[config.mk]
export PLATFORM = sky130hd
export DESIGN_NAME = ecb_ctrl
export DESIGN_NICKNAME = d
export VERILOG_FILES = /design/src/rtl/core/ecb_pkg.sv /design/src/rtl/core/ecb_ctrl.sv
export VERILOG_INCLUDE_DIRS = /design/src /design/src/rtl/core
export SDC_FILE = /design/constraint.sdc
export NUM_CORES = 1
export LEC_CHECK = 0
export ABC_AREA = 1
export BUFFER_PORTS_ARGS = -buffer_cell sky130_fd_sc_hd__clkbuf_2
export CAP_MARGIN = 40
export CORE_AREA = 2 2 39 41
export DETAILED_ROUTE_END_ITERATION = 8
export DIE_AREA = 0 0 41 43
export PLACE_DENSITY = 0.41
export SETUP_SLACK_MARGIN = 0.2
export SKIP_LAST_GASP = 1
export SLEW_MARGIN = 20
export SYNTH_ARGS = -nofsm -noshare
export SYNTH_HDL_FRONTEND = slang
export SYNTH_SLANG_ARGS = --single-unit
export TNS_END_PERCENT = 20
[constraint.sdc]
create_clock -name clk_i -period 2.6 [get_ports clk_i]
set_input_delay 0.52 -clock clk_i [delete_from_list [all_inputs] [get_ports clk_i]]
set_output_delay 0.52 -clock clk_i [all_outputs]
set_load 0.01 [all_outputs]
[src/rtl/core/assert_macros.svh]
// Assertion helpers shared by the RTL modules.
`ifndef ASSERT_MACROS_SVH
`define ASSERT_MACROS_SVH

`ifndef ASSERT_OFF

// Check a property on every rising edge, skipped while reset is asserted.
`define ECB_ASSERT(lbl, clk, rstn, prop, msg) \
  lbl: assert property (@(posedge clk) disable iff (!rstn) prop) else $error(msg);

// Check a property on every rising edge, reset included.
`define ECB_ASSERT_ALWAYS(lbl, clk, prop, msg) \
  lbl: assert property (@(posedge clk) prop) else $error(msg);

`else

`define ECB_ASSERT(lbl, clk, rstn, prop, msg)
`define ECB_ASSERT_ALWAYS(lbl, clk, prop, msg)

`endif

`endif

[src/rtl/core/ecb_pkg.sv]
package ecb_pkg;

  // Field widths
  localparam int OPCODE_W   = 2;
  localparam int LOCATION_W = 64;
  localparam int INDEX_W    = 16;
  localparam int COUNT_W    = 8;
  localparam int MAP_BITS_W = 5;

  // Opcodes
  localparam logic [OPCODE_W-1:0] OP_RECORD = 2'd0;
  localparam logic [OPCODE_W-1:0] OP_CLEAR  = 2'd1;
  localparam logic [OPCODE_W-1:0] OP_READ   = 2'd2;

  // Configuration register map (word index taken from paddr[2])
  localparam logic REG_MAP_INDEX_BITS = 1'b0;

  // Map size register limits and reset value
  localparam logic [MAP_BITS_W-1:0] MAP_BITS_MIN   = 5'd1;
  localparam logic [MAP_BITS_W-1:0] MAP_BITS_MAX   = 5'd16;
  localparam logic [MAP_BITS_W-1:0] MAP_BITS_RESET = 5'd16;

  // Controller to datapath commands
  typedef struct packed {
    logic accept;
    logic clr_step;
    logic mul1;
    logic mul2;
    logic rd;
    logic upd;
    logic load_out;
  } ecb_cmd_t;

  // Datapath to controller status
  typedef struct packed {
    logic clr_last;
    logic out_free;
  } ecb_stat_t;

endpackage

[src/rtl/core/ecb_ctrl.sv]
`include "assert_macros.svh"

module ecb_ctrl (
  input  logic              clk_i,
  input  logic              rst_ni,
  input  logic              in_valid_i,
  output logic              in_stall_o,
  input  ecb_pkg::ecb_stat_t stat_i,
  output ecb_pkg::ecb_cmd_t  cmd_o
);

  import ecb_pkg::*;

  localparam logic [2:0] ST_CLEAR = 3'd0;
  localparam logic [2:0] ST_IDLE  = 3'd1;
  localparam logic [2:0] ST_MUL1  = 3'd2;
  localparam logic [2:0] ST_MUL2  = 3'd3;
  localparam logic [2:0] ST_READ  = 3'd4;
  localparam logic [2:0] ST_UPD   = 3'd5;
  localparam logic [2:0] ST_OUT   = 3'd6;

  logic [2:0] state_q, state_d;

  // Run the clearing sweep, then sequence one item through index reduction, read, update and result
  always_comb begin
    cmd_o   = '0;
    state_d = state_q;
    case (state_q)
      ST_CLEAR: begin
        cmd_o.clr_step = 1'b1;
        if (stat_i.clr_last) begin
          state_d = ST_IDLE;
        end
      end
      ST_IDLE: begin
        if (in_valid_i) begin
          cmd_o.accept = 1'b1;
          state_d      = ST_MUL1;
        end
      end
      ST_MUL1: begin
        cmd_o.mul1 = 1'b1;
        state_d    = ST_MUL2;
      end
      ST_MUL2: begin
        cmd_o.mul2 = 1'b1;
        state_d    = ST_READ;
      end
      ST_READ: begin
        cmd_o.rd = 1'b1;
        state_d  = ST_UPD;
      end
      ST_UPD: begin
        cmd_o.upd = 1'b1;
        state_d   = ST_OUT;
      end
      ST_OUT: begin
        if (stat_i.out_free) begin
          cmd_o.load_out = 1'b1;
          state_d        = ST_IDLE;
        end
      end
      default: begin
        state_d = ST_IDLE;
      end
    endcase
  end

  // State register; start with the clearing sweep
  always_ff @(posedge clk_i or negedge rst_ni) begin
    if (!rst_ni) begin
      state_q <= ST_CLEAR;
    end else begin
      state_q <= state_d;
    end
  end

  assign in_stall_o = (state_q != ST_IDLE);

  `ECB_ASSERT(a_accept_starts_item, clk_i, rst_ni,
    cmd_o.accept |=> (state_q == ST_MUL1), "accepted item did not enter reduction")
  `ECB_ASSERT(a_single_command, clk_i, rst_ni,
    $onehot0({cmd_o.accept, cmd_o.clr_step, cmd_o.mul1, cmd_o.mul2, cmd_o.rd, cmd_o.upd,
              cmd_o.load_out}), "more than one datapath command at once")
  `ECB_ASSERT(a_ready_after_result, clk_i, rst_ni,
    cmd_o.load_out |=> !in_stall_o, "input not opened after result load")

endmodule

==> impl_metrics.json <==
{
  "synth.top_cell.area_share_pct": 28.4,
  "ff_latch_area_sq_um": 75.1,
  "setup_tns_ps": 0,
  "final_nets": 62,
  "die_x_microns": 41,
  "post-place-ws_ps": 1090,
  "die_area_sq_mm": 0.00176,
  "synth_top_family_by_area": "simple AND/OR/NAND/NOR gates",
  "rsz0062_at_grt": "no",
  "finish.utilization_pct": 26.2,
  "die_y_microns": 43,
  "path_max_fanout": 6,
  "synth_area_per_cell_sq_um": 6.60,
  "max_freq_ghz": 0.571,
  "p_sw_w": 0.000182,
  "hold_path_class": "in -> async",
  "worstPathRequired_ps": 2080,
  "cp-start-kind": "flip-flop",
  "slew-limit-headroom_pct": 80.9,
  "hpwl_microns": 491,
  "grt_pass1_vias": 270,
  "ys_ff_latch": 3,
  "finClkSkew_ps": 3.69,
  "vias_per_cell": 4.06,
  "p_seq_share_pct": 24.5,
  "syn_area_sq_um": 264,
  "yosys-mux-area-fraction_pct": 0,
  "cts_buffers": 3,
  "p_clk_share_pct": 20.8,
  "drc_errors": 0,
  "p_leak_nw": 0.222,
  "synth-edff-count": 0,
  "area_growth_pct": 37.4,
  "gr-total-overflow": 0,
  "worst-endpoint-arrival_ps": 1230,
  "post_synth_fa_ha_maj_area_fraction_pct": 4.74,
  "cts_setup_buffers": 0,
  "wl_microns": 566,
  "drv_slew": 0,
  "postCtsResizedCells": 0,
  "fp.coreArea_sq_mm": 0.00138,
  "ys.flop_type": "dfrtp_1",
  "yosys_warnings": 0,
  "grtUsageTotal_pct": 8.23,
  "dr.first_iter.drc_count": 2,
  "path_cells": "inv_2 -> nor4_1 -> clkbuf_2",
  "cts_hold_buf": 0,
  "ys_seq_area_share_pct": 28.4,
  "clkTransAtPathRegs_ps": 40,
  "cts_tree": "built",
  "fin_crit_sh_pct": 67.4,
  "insertion_delay_ps": 230,
  "endpoint_kind": "output pin",
  "yosys-top-cells-area": "dfrtp_1 28%, nand2_1 13%, inv_1 8.5%, nand3_4 6.6%, nand3_1 5.7%",
  "status": "finished clean",
  "top_regs": "state_q (3)",
  "multi_input_area_sq_um": 151,
  "worstMarginPinSlew_ps": 287,
  "setup_viol": 0,
  "grt_max_degree": 9,
  "initial_core_util_pct": 19.1,
  "synthArstFlopShare_pct": 100,
  "dr.pass1.iters": 2,
  "antenna_found_initial": 0,
  "fill_cells": 161,
  "worst_slack_ps": 848,
  "powerDensity_mw_per_mm2": 1070,
  "synth.distinct_cells": 16,
  "synth_xor_area_share_pct": 0,
  "peakVddDrop_v": 0.000188,
  "cpPeakStageDelay_ps": 430,
  "p_int_w": 0.000206,
  "yosysMostFrequentCell": "nand2_1",
  "wl_per_cell_microns": 7.97,
  "netSwitchingFraction_pct": 46.8,
  "cp_slowest_cell": "dfrtp_1",
  "gp_congestion": 0.671,
  "synth_commonest_cells": "9 x nand2_1, 6 x inv_1, 4 x nor2_1",
  "synth_compound_area_share_pct": 5.69,
  "portBuffers": 12,
  "io_pins": 13,
  "yosys.area_share.simple_pct": 46.9,
  "num_antenna_cells": 0,
  "crit_type": "reg -> out",
  "rows": 14,
  "fin_crit_ps": 1750,
  "htree_levels": 1,
  "num_vias": 288,
  "hold_viol_final": 0,
  "grt_pass1_wl_microns": 993,
  "drive_gt1_share_pct": 38.2,
  "pwr-share-comb_pct": 54.7,
  "clock-sinks": 3,
  "largest_register_ff_count": 3,
  "top_register": "state_q",
  "cts_buffer_depth": 2,
  "cts_root_buffer": "clkbuf_4",
  "netlist_instances": 40,
  "drtAntennaViolNets": 0,
  "synth_top_cell_by_area": "dfrtp_1",
  "syn-num-nets": 46,
  "maxCapViolCount": 0
}
## critical path: cells and delay by family (launching register included)
kind | cells | cell delay (ps)
buffers and inverters | 2 | 280
and+or+nand+nor | 1 | 290
DFF | 1 | 430
## power groups by stage
stage                      clock, W  sequential [W]  combinational, W
after CTS                 0.0000830       0.0000954          0.000216
after global routing      0.0000927       0.0000999          0.000245
after global placement            0       0.0000983          0.000218
after floorplan                   0       0.0000745          0.000184
final                     0.0000809       0.0000950          0.000212
after detailed placement          0       0.0000963          0.000215
## stage by stage
stage	total power (W)	cells	area [sq um]	hold WS (ps)
6_report	0.000388	71	363	72.9
5_1_grt	0.000438	71	363	64.2
4_1_cts	0.000395	71	363	71.3
3_5_place_dp	0.000312	67	337	317
3_3_place_gp	0.000316	67	337	318
2_1_floorplan	0.000258	40	264	224
## area by class of cell
class,instances,share of cell area [%]
timing repair buffer,12,16.6
sequential,3,20.7
clock buffer,4,7.24
multi-input combinational,28,41.7
tap,16,5.52
inverter,8,8.28
## metal layers
metal | track usage [%] | part of all wire, % | vias to the layer above
li1 | - | - | 161
met1 | 9.65 | 42 | 115
met2 | 12.5 | 48 | 10
met3 | 1.57 | 7.4 | 2
met4 | 6.00 | 2.8 | 0
met5 | 0 | 0 | -
## cell families after synthesis
kind of cell             after synthesis
buffers and inverters                  9
flip-flops                             3
AO/OA/AOI/OAI                          3
adder cells (fa/ha/maj)                1
AND/OR/NAND/NOR                       24
## worst paths after layout
path	start	end	slack [ps]	cells after the start
worst min-delay path	rst_ni	state_q[2]	70	1
worst max register to register	state_q[1]	state_q[0]	1370	6
max in group asynchronous	rst_ni	state_q[1]	2420	1
worst max-delay path	state_q[1]	cmd_o[0]	850	3
min in group clk_i	in_valid_i	state_q[0]	640	5
worst min register to register	state_q[1]	state_q[2]	720	2
## cells in the final DEF, fill, tap and decap left out
master	instances
nor2_2	2
clkbuf_1	1
inv_1	6
inv_2	2
dfrtp_1	3
nand3_1	3
ha_1	1
o21ai_1	2
a21oi_1	1
nor3_1	1
nand2_2	1
clkbuf_2	12
nand2_1	9
nand3_4	1
nor4_1	1
clkbuf_4	3
nor2_1	4
nand4_1	2
(Power assumes the default switching activity.)
